File: src/bdq_pkg.sv
// Shared types and constants for the bounded double-ended queue.
package bdq_pkg;

    localparam int DATA_W = 32;
    localparam int OP_W   = 3;
    localparam int STAT_W = 2;

    // Operation codes carried by an input request
    typedef enum logic [OP_W-1:0] {
        OP_PUSH_FRONT = 3'd0,
        OP_PUSH_BACK  = 3'd1,
        OP_POP_FRONT  = 3'd2,
        OP_POP_BACK   = 3'd3,
        OP_VIEW       = 3'd4
    } opcode_t;

    // Result status codes
    typedef enum logic [STAT_W-1:0] {
        ST_OK    = 2'd0,
        ST_EMPTY = 2'd1,
        ST_FULL  = 2'd2
    } status_t;

    // Back-end sequencer states
    typedef enum logic [1:0] {
        BK_IDLE,
        BK_POP,
        BK_VIEW_RD,
        BK_VIEW_WR
    } back_state_t;

    // Decoded command handed from the front end to the back end
    typedef struct packed {
        opcode_t                   op;
        logic signed [DATA_W-1:0]  value;
    } cmd_t;

endpackage

File: src/bdq_front.sv
// Front end: accepts requests, drops meaningless opcodes, queues commands.
module bdq_front (
    input  logic            aclk,
    input  logic            aresetn,
    input  logic            s_valid,
    output logic            s_ready,
    input  logic [2:0]      s_opcode,
    input  logic signed [31:0] s_value,
    output logic            cmd_valid,
    input  logic            cmd_ready,
    output bdq_pkg::cmd_t   cmd
);
    import bdq_pkg::*;

    cmd_t       slot_reg [2];
    logic       wr_ptr_reg, wr_ptr_next;
    logic       rd_ptr_reg, rd_ptr_next;
    logic [1:0] fill_reg, fill_next;
    logic       legal;
    logic       do_wr;
    logic       do_rd;

    // Classify the opcode: only the five defined operations enter the queue
    always_comb begin
        case (s_opcode)
            OP_PUSH_FRONT, OP_PUSH_BACK, OP_POP_FRONT, OP_POP_BACK, OP_VIEW: legal = 1'b1;
            default: legal = 1'b0;
        endcase
    end

    assign s_ready   = (fill_reg != 2'd2);
    assign cmd_valid = (fill_reg != 2'd0);
    assign cmd       = slot_reg[rd_ptr_reg];
    assign do_wr     = s_valid && s_ready && legal;
    assign do_rd     = cmd_valid && cmd_ready;

    // Advance pointers and fill level
    always_comb begin
        wr_ptr_next = wr_ptr_reg ^ do_wr;
        rd_ptr_next = rd_ptr_reg ^ do_rd;
        fill_next   = fill_reg;
        if (do_wr && !do_rd) begin
            fill_next = fill_reg + 2'd1;
        end else if (!do_wr && do_rd) begin
            fill_next = fill_reg - 2'd1;
        end
    end

    always_ff @(posedge aclk) begin
        if (!aresetn) begin
            wr_ptr_reg <= 1'b0;
            rd_ptr_reg <= 1'b0;
            fill_reg   <= 2'd0;
        end else begin
            wr_ptr_reg <= wr_ptr_next;
            rd_ptr_reg <= rd_ptr_next;
            fill_reg   <= fill_next;
        end
    end

    // Hold the decoded command in the queue slot
    always_ff @(posedge aclk) begin
        if (do_wr) begin
            slot_reg[wr_ptr_reg] <= '{op: opcode_t'(s_opcode), value: s_value};
        end
    end

endmodule

File: src/bdq_back.sv
// Back end: ring store, head and count, command sequencer and result register.
module bdq_back #(
    parameter int CAPACITY = 64
) (
    input  logic                 aclk,
    input  logic                 aresetn,
    input  logic                 cmd_valid,
    output logic                 cmd_ready,
    input  bdq_pkg::cmd_t        cmd,
    output logic                 m_valid,
    input  logic                 m_ready,
    output logic [1:0]           m_status,
    output logic signed [31:0]   m_data,
    output logic                 m_last
);
    import bdq_pkg::*;

    localparam int IDX_W = (CAPACITY > 1) ? $clog2(CAPACITY) : 1;
    localparam int CNT_W = $clog2(CAPACITY + 1);
    localparam logic [IDX_W:0]   CAP_I   = (IDX_W + 1)'(CAPACITY);
    localparam logic [IDX_W-1:0] IDX_TOP = IDX_W'(CAPACITY - 1);
    localparam logic [CNT_W-1:0] CAP_C   = CNT_W'(CAPACITY);

    logic signed [DATA_W-1:0] mem [CAPACITY];
    logic signed [DATA_W-1:0] rd_data_reg;

    back_state_t      state_reg, state_next;
    logic [IDX_W-1:0] head_reg, head_next;
    logic [CNT_W-1:0] count_reg, count_next;
    logic [IDX_W-1:0] view_idx_reg, view_idx_next;

    logic             out_valid_reg;
    status_t          out_status_reg;
    logic signed [DATA_W-1:0] out_data_reg;
    logic             out_last_reg;

    logic             out_free;
    logic             out_load;
    status_t          out_status;
    logic signed [DATA_W-1:0] out_data;
    logic             out_last;

    logic             mem_we;
    logic [IDX_W-1:0] mem_waddr;
    logic             mem_re;
    logic [IDX_W-1:0] mem_raddr;
    logic [CNT_W-1:0] count_m1;
    logic             is_full;
    logic             is_empty;
    logic             view_last;

    // Ring position of an offset from the head
    function automatic logic [IDX_W-1:0] ring_slot(input logic [IDX_W-1:0] base,
                                                   input logic [IDX_W-1:0] off);
        logic [IDX_W:0] sum;
        sum = {1'b0, base} + {1'b0, off};
        if (sum >= CAP_I) begin
            sum = sum - CAP_I;
        end
        return sum[IDX_W-1:0];
    endfunction

    assign out_free  = !out_valid_reg || m_ready;
    assign count_m1  = count_reg - CNT_W'(1);
    assign is_full   = (count_reg >= CAP_C);
    assign is_empty  = (count_reg == '0);
    assign view_last = ((CNT_W'(view_idx_reg) + CNT_W'(1)) == count_reg);

    // Sequence commands: next state, store access and result
    always_comb begin
        state_next    = state_reg;
        head_next     = head_reg;
        count_next    = count_reg;
        view_idx_next = view_idx_reg;
        cmd_ready     = 1'b0;
        mem_we        = 1'b0;
        mem_waddr     = head_reg;
        mem_re        = 1'b0;
        mem_raddr     = head_reg;
        out_load      = 1'b0;
        out_status    = ST_OK;
        out_data      = '0;
        out_last      = 1'b1;
        case (state_reg)
            BK_IDLE: begin
                cmd_ready = out_free;
                if (cmd_valid && out_free) begin
                    case (cmd.op)
                        OP_PUSH_FRONT, OP_PUSH_BACK: begin
                            out_load = 1'b1;
                            if (is_full) begin
                                out_status = ST_FULL;
                            end else begin
                                mem_we     = 1'b1;
                                count_next = count_reg + CNT_W'(1);
                                if (cmd.op == OP_PUSH_FRONT) begin
                                    head_next = (head_reg == '0) ? IDX_TOP
                                                                 : head_reg - IDX_W'(1);
                                    mem_waddr = head_next;
                                end else begin
                                    mem_waddr = ring_slot(head_reg, count_reg[IDX_W-1:0]);
                                end
                            end
                        end
                        OP_POP_FRONT, OP_POP_BACK: begin
                            if (is_empty) begin
                                out_load   = 1'b1;
                                out_status = ST_EMPTY;
                            end else begin
                                mem_re     = 1'b1;
                                count_next = count_m1;
                                state_next = BK_POP;
                                if (cmd.op == OP_POP_FRONT) begin
                                    mem_raddr = head_reg;
                                    head_next = ring_slot(head_reg, IDX_W'(1));
                                end else begin
                                    mem_raddr = ring_slot(head_reg, count_m1[IDX_W-1:0]);
                                end
                            end
                        end
                        OP_VIEW: begin
                            if (is_empty) begin
                                out_load   = 1'b1;
                                out_status = ST_EMPTY;
                            end else begin
                                view_idx_next = '0;
                                state_next    = BK_VIEW_RD;
                            end
                        end
                        default: begin
                            out_load = 1'b0;
                        end
                    endcase
                end
            end
            BK_POP: begin
                // Result register was freed when the pop was taken
                out_load   = 1'b1;
                out_data   = rd_data_reg;
                state_next = BK_IDLE;
            end
            BK_VIEW_RD: begin
                mem_re     = 1'b1;
                mem_raddr  = ring_slot(head_reg, view_idx_reg);
                state_next = BK_VIEW_WR;
            end
            BK_VIEW_WR: begin
                if (out_free) begin
                    out_load = 1'b1;
                    out_data = rd_data_reg;
                    out_last = view_last;
                    if (view_last) begin
                        state_next = BK_IDLE;
                    end else begin
                        view_idx_next = view_idx_reg + IDX_W'(1);
                        state_next    = BK_VIEW_RD;
                    end
                end
            end
            default: begin
                state_next = BK_IDLE;
            end
        endcase
    end

    // Ring store: one write port, one registered read port
    always_ff @(posedge aclk) begin
        if (mem_we) begin
            mem[mem_waddr] <= cmd.value;
        end
        if (mem_re) begin
            rd_data_reg <= mem[mem_raddr];
        end
    end

    always_ff @(posedge aclk) begin
        if (!aresetn) begin
            state_reg    <= BK_IDLE;
            head_reg     <= '0;
            count_reg    <= '0;
            view_idx_reg <= '0;
        end else begin
            state_reg    <= state_next;
            head_reg     <= head_next;
            count_reg    <= count_next;
            view_idx_reg <= view_idx_next;
        end
    end

    // Result register: load a new result or drop the one taken
    always_ff @(posedge aclk) begin
        if (!aresetn) begin
            out_valid_reg <= 1'b0;
        end else if (out_load) begin
            out_valid_reg <= 1'b1;
        end else if (m_ready) begin
            out_valid_reg <= 1'b0;
        end
    end

    always_ff @(posedge aclk) begin
        if (out_load) begin
            out_status_reg <= out_status;
            out_data_reg   <= out_data;
            out_last_reg   <= out_last;
        end
    end

    assign m_valid  = out_valid_reg;
    assign m_status = out_status_reg;
    assign m_data   = out_data_reg;
    assign m_last   = out_last_reg;

`ifndef ASSERT_OFF
    a_count_bound: assert property (@(posedge aclk) disable iff (!aresetn)
        count_reg <= CAP_C)
        else $error("entry count above capacity");

    a_head_bound: assert property (@(posedge aclk) disable iff (!aresetn)
        {1'b0, head_reg} < CAP_I)
        else $error("head index outside ring");

    a_no_overwrite: assert property (@(posedge aclk) disable iff (!aresetn)
        out_load |-> (!out_valid_reg || m_ready))
        else $error("result register overwritten before taken");

    a_count_step: assert property (@(posedge aclk) disable iff (!aresetn)
        ##1 (count_reg == $past(count_reg) || count_reg == $past(count_reg) + CNT_W'(1)
             || count_reg == $past(count_reg) - CNT_W'(1)))
        else $error("entry count moved by more than one");

    a_pop_result: assert property (@(posedge aclk) disable iff (!aresetn)
        (state_reg == BK_POP) |-> out_load)
        else $error("pop result not delivered");
`endif

endmodule

File: src/bounded_double_ended_queue_top.sv
// Top level of the bounded double-ended queue: front end, command queue, back end.
//
// Bounded double-ended queue of signed 32-bit values held in a ring store of CAPACITY
// entries. Each request carries an opcode (push front, push back, pop front, pop back,
// view) and a value; opcodes 5 to 7 are dropped with no result. A push or pop gives one
// result with last set; a view streams every entry front to back with last on the final
// one, or a single empty status. A two-entry command queue separates request intake from
// execution, so up to two requests are still accepted while a result waits on m_ready.
// With the result side free, a push result is loaded as the back end takes the command and a
// pop result after the registered read of the ring store (BK_POP); a view passes a start
// step and then BK_VIEW_RD and BK_VIEW_WR for each entry, set by the single read port of
// the ring store and its read register.
module bounded_double_ended_queue_top #(
    parameter int CAPACITY = 64
) (
    input  logic                aclk,
    input  logic                aresetn,
    input  logic                s_valid,
    output logic                s_ready,
    input  logic [2:0]          s_opcode,
    input  logic signed [31:0]  s_value,
    output logic                m_valid,
    input  logic                m_ready,
    output logic [1:0]          m_status,
    output logic signed [31:0]  m_data,
    output logic                m_last
);
    import bdq_pkg::*;

    logic cmd_valid;
    logic cmd_ready;
    cmd_t cmd;

    bdq_front u_front (
        .aclk      (aclk),
        .aresetn   (aresetn),
        .s_valid   (s_valid),
        .s_ready   (s_ready),
        .s_opcode  (s_opcode),
        .s_value   (s_value),
        .cmd_valid (cmd_valid),
        .cmd_ready (cmd_ready),
        .cmd       (cmd)
    );

    bdq_back #(
        .CAPACITY (CAPACITY)
    ) u_back (
        .aclk      (aclk),
        .aresetn   (aresetn),
        .cmd_valid (cmd_valid),
        .cmd_ready (cmd_ready),
        .cmd       (cmd),
        .m_valid   (m_valid),
        .m_ready   (m_ready),
        .m_status  (m_status),
        .m_data    (m_data),
        .m_last    (m_last)
    );

endmodule
File: config.mk
export PLATFORM = sky130hd
export DESIGN_NAME = bounded_double_ended_queue_top
export DESIGN_NICKNAME = d
export VERILOG_FILES = /design/src/bdq_pkg.sv /design/src/bdq_front.sv /design/src/bdq_back.sv /design/src/bounded_double_ended_queue_top.sv
export SDC_FILE = /design/constraint.sdc
export NUM_CORES = 2
export LEC_CHECK = 0
export BUFFER_PORTS_ARGS = -buffer_cell sky130_fd_sc_hd__clkbuf_2
export CAP_MARGIN = 10
export CORE_ASPECT_RATIO = 0.75
export CORE_MARGIN = 2
export CORE_UTILIZATION = 45
export DETAILED_ROUTE_END_ITERATION = 10
export GPL_TIMING_DRIVEN = 1
export SLEW_MARGIN = 20
export SYNTH_ARGS = -nofsm -noshare
export SYNTH_HDL_FRONTEND = slang
export SYNTH_HIERARCHICAL = 1
export SYNTH_SLANG_ARGS = --single-unit
File: constraint.sdc
create_clock -name aclk -period 5.1 [get_ports aclk]
set_input_delay 0.255 -clock aclk [delete_from_list [all_inputs] [get_ports aclk]]
set_output_delay 0.255 -clock aclk [all_outputs]
set_load 0.005 [all_outputs]
Yosys cells after proc, flatten, opt, wreduce, memory -nomap -nowiden
Memories as Yosys holds them, arrays and structs flattened. A register that Yosys moved wholly into a read port is not among the register bits.
Cells that the tools add are included.

storage, ports and cells
  bits in writable memories = 2,118
  memories = 2
  flip-flop bits (word level) = 61
  logic and storage cells = 155

operators by class
  eq/ne operators = 25
  mux-type cells = 65
  reduce and logical (&&, ||, !) cells = 30
  $lt $le $gt $ge = 5
  add/sub/neg operators = 15
  bitwise operators = 2

memory list
  name              depth  width  rd ports  clocked after Yosys merged registers in  write ports  RTL line         source
  u_back.mem        64     32     1         1                                        1            bdq_back.sv:24   logic signed [DATA_W-1:0] mem [CAPACITY];
  u_front.slot_reg  2      35     1         1                                        1            bdq_front.sv:15  cmd_t slot_reg [2];

operators by type and width
  kind                                                                     count
  6-bit two-way mux                                                        23
  32-bit one-hot mux with 2 select lines                                   1
  6-bit one-hot mux with 2 select lines                                    3
  7-bit >= comparator, second input constant                               5
  32-bit two-way mux                                                       1
  6-bit by 1-bit subtractor with 6-bit output, second input constant       5
  6-bit by 6-bit adder with 7-bit output                                   3
  1-bit two-way mux                                                        20
  2-bit two-way mux                                                        8
  6-bit by 1-bit adder with 7-bit output, second input constant            2
  7-bit two-way mux                                                        2
  7-bit one-hot mux with 2 select lines                                    1
  3-bit by 2-bit equality test with 1-bit output, second input constant    4
  2-bit inequality test, second input constant                             6
  5-bit AND reduction                                                      2
  2-bit nonzero test                                                       5
  3-bit inequality test, second input constant                             3
  2-bit by 1-bit inequality test with 1-bit output, second input constant  4
  2-bit one-hot mux with 2 select lines                                    2
  2-bit one-hot mux with 4 select lines                                    1
  7-bit by 1-bit adder with 7-bit output, second input constant            1
  7-bit equality test                                                      1
  7-bit zero test                                                          1
  7-bit AND reduction                                                      1
  22 further kinds                                                         37

Logic depth before layout (Yosys ltp)
  depth after elaboration = 9
  mapped depth = 20
  depth with buffers taken out = 14

Cells and area by module
The synthesis kept the hierarchy.

by module, submodules not included
  module     instances  sequential area each (sq um)  cells each  area each (sq um)
  bdq_back   1          63,951.3                      5,616       85,049.1
  bdq_front  1          2,202.1                       133         2,763.9

Worst setup path after synthesis
No wires, ideal clock.

  path type = flip-flop to flip-flop
  start = reg (tool-made name)
  end = mem u_back.mem[10][0] (enable)
  data required time = 4.679 ns
  stages on the path, launching flop included = 11
  slack = 0.904 ns
  arrival time = 3.775 ns
  clock period less this slack = 4.196 ns
  setup time = 0.421 ns
  cell sequence = dfxtp_1 buf_2 buf_4 mux2_2 nor3_1 clkbuf_1 a31oi_1 mux2_2 nor2_1 nand2_1 nor2_1

RTL lines
  what              RTL line
  end: declaration  bdq_back.sv:24

==> flow_metrics.tcl <==
set metrics [dict create \
    routed_via_density 6.27 \
    path_clk_slew_ns 0.07 \
    cts_buffer_depth 3 \
    antenna_found_initial 14 \
    synth_edf_count 2185 \
    die_h_um 387 \
    syn_nets 5815 \
    postPlaceCellArea_um2 93500 \
    netlist_area_um2 87800 \
    drt_iter0_drc 8749 \
    final_area_um2 100000 \
    hold_path_end "u_back/m_valid" \
    finalHoldViolCount 0 \
    synth_top_area_cell "edfxtp_1" \
    mostFrequentLayoutCells "edfxtp_1, nand2_1, nand3_1" \
    route.detailed.drc 0 \
    synthToLayoutAreaGrowth_pct 14.0 \
    ff2ff_path_depth 14 \
    grt_usage_pct 27.4 \
    cpLargestDelayFamily "simple AND/OR/NAND/NOR gates" \
    finalSetupViolations 0 \
    gp_congestion 0.893 \
    htreeDepth 4 \
    cp_cell_sequence "mux2_2, nand2b_1, buf_4, nor3_2, and4_4, a21o_4, buf_12, mux2i_1, a221oi_1, nor3_1, nor3_1, buf_4, o32ai_1, nor2_1" \
    grt_max_degree 66 \
    rows 140 \
    drive_above_1_share_pct 14.2 \
    cap_violations 0 \
    power.density_nw_per_um2 534 \
    synth_top_area_share_pct 74.7 \
    min_from "m_ready" \
    reg2reg_to "u_back/rd_data_reg[29]" \
    route.met3.wl_um 35700 \
    dp.cells 8342 \
    synth.ff_latch_count 2212 \
    die_x_um 514 \
    crit_path_end_kind "register" \
    drtPass1Iterations 6 \
    final_common_cell "edfxtp_1" \
    routed_wl_um 277000 \
    drv_slew 0 \
    largest_reg_flops 2048 \
    post-place-ws_ns 0.00671 \
    numClockSinks 2212 \
    critical_path.max_stage_delay_ns 0.52 \
    post_cts_buffers 0 \
    hpwl_um 163000 \
    rsz0062_at_grt "yes" \
    finalSetupTns_ns 0 \
    routedWlPerCell_um 31.6 \
    cts_buffers 198 \
    switching_share_pct 35.6 \
    path_buf_inv 3 \
    critical_path_peak_fanout 34 \
    wl_met1_um 114000 \
    startpoint_type "register" \
    layout.cells.non_filler 8755 \
    synthDistinctLibCells 87 \
    p_leak_nw 33.1 \
    hold_path.class "primary input to register" \
    ys_warn_count 6 \
    path_class "register to register" \
    fp.coreArea_um2 194000 \
    timing.fmax_mhz 197 \
    fill_cells 15877 \
    vias 54858 \
    postSynthAreaPerCell_um2 15.3 \
    slowest_stage "a21o_4" \
    seq_area_frac_synth_pct 75.3 \
    routed.top_layer "met5" \
    nNetsFinal 6090 \
    synth-main-ff-cell "edfxtp_1" \
    clk_latency_ns 0.86 \
    irDropWorstVdd_mv 0.487 \
    r2r_slack_ns 0.03 \
    setup_slack_ns 0.0329 \
    ant_nets 0 \
    cp.required_ns 5.68 \
    fin_crit_ns 5.07 \
    worst-endpoint-arrival_ns 5.65 \
    grt_pass1_vias 50842 \
    tightest_slew_ns 1.12 \
    relSlewSlack_pct 24.8 \
    wl_met2_um 118000 \
    ys_async_sr_fraction_pct 0 \
    status "finished clean" \
    grt_first_pass_wirelength_um 388000 \
    start_util_pct 45.2 \
    power_frac_comb_pct 31.9 \
    grt-ovfl-total 0 \
    p_sw_mw 19.0 \
    die-area_um2 199000 \
    cts_root_buf "clkbuf_16" \
    port_buffers 75 \
    hold_depth 4 \
    fin_crit_sh_pct 99.4 \
    p_int_mw 34.4 \
    synthTopCellsByArea "edfxtp_1, nand2_1, mux2i_1" \
    fin_skew_ns 0.0383 \
    cts_tree "built" \
    netlist_instances 5749 \
    p_total_mw 53.5 \
    seq_power_share_pct 41.0 \
    io_pins 76 \
    p_clk_share_pct 27.1 \
]
-- kinds of logic after synthesis --
logic type,count (synthesis),share of synthesized area (%)
adders and majority gates,27,0.410
xor gates and xnor gates,33,0.329
AOI/OAI and AO/OA,910,7.38
and+or+nand+nor,1812,8.95
DFF,2212,75.3
muxes,373,5.09
buffers and inverters,382,2.50
-- worst reg2reg max path: stages (launching register included) --
cell	delay (ns)
dfxtp_1	0.48
mux2_2	0.42
nand2b_1	0.20
buf_4	0.22
nor3_2	0.42
and4_4	0.34
a21o_4	0.52
buf_12	0.32
mux2i_1	0.26
a221oi_1	0.13
nor3_1	0.40
nor3_1	0.25
buf_4	0.23
o32ai_1	0.52
nor2_1	0.10
-- synthesized netlist by cell type, drive strengths merged (13+ instances only) --
cell type	instances
a311oi	29
nand2	1123
mux4	52
edfxtp	2185
a211oi	78
nor2b	20
mux2	38
nor2	130
dfxtp	27
o21ai	153
a221o	14
a31oi	81
a21oi	154
ha	24
mux2i	283
and3	67
nor3	61
o22ai	51
and2	40
a221oi	77
buf	258
nand4	34
nand3	292
a22oi	21
a32o	22
xnor2	20
clkbuf	114
a32oi	150
xor2	13
-- per-layer routing --
| metal | up-vias | global-route usage (%) |
|---|---|---|
| met1 | 28177 | 41.4 |
| li1 | 22813 | - |
| met3 | 416 | 6.55 |
| met5 | - | 0 |
| met4 | 2 | 8.62 |
| met2 | 3450 | 38.8 |
-- area by class of cell --
class | instances | area [um2] | share of cell area [%]
repair buffers | 446 | 4350 | 4.35
inverters | 10 | 37.5 | 0.0375
clock buffers | 253 | 5250 | 5.24
clock inverters | 116 | 913 | 0.913
diodes | 6 | 15.0 | 0.0150
flip-flops and latches | 2212 | 66200 | 66.1
well taps | 2556 | 3200 | 3.20
multi-input cells | 3156 | 20200 | 20.1
-- how the worst max path moves through the flow --
| stage | from | end | slack [ns] | cells past startpoint |
|---|---|---|---|---|
| after floorplan | register | u_back/mem[10][0] | 0.90 | 10 |
| after global placement | register | u_back/rd_data_reg[24] | -0.55 | 12 |
| after detailed placement | register | u_back/rd_data_reg[18] | 0.007 | 12 |
| after CTS | register | u_back/rd_data_reg[18] | 0.02 | 12 |
| after global routing | register | u_back/rd_data_reg[21] | 0.003 | 13 |
| final | register | u_back/rd_data_reg[29] | 0.03 | 14 |
-- power by group through the flow --
stage                     Clock, mW  Combinational, mW  Sequential, mW
after CTS                      14.6               16.5            21.9
after detailed placement          0               16.4            22.3
final                          14.5               17.1            21.9
after global routing           15.3               17.7            21.9
after global placement            0               16.3            22.3
after floorplan                   0               8.70            22.2
-- repair_timing --
item                                   CTS  global route
endpoints found under the hold margin   73             0
gates resized for setup                  0             8
setup endpoints to repair                0             8
hold buffers                            37             0
-- through the flow --
stage / utilization (%) / hold WS, ns
CTS: 51.5 / 0.0415
global route: 51.6 / 0.0762
detailed placement: 48.2 / 0.448
floorplan: - / 0.354
global placement: 48.1 / 0.444
finish: 51.6 / 0.0852
Note: power is estimated with default switching activity, not from simulation.
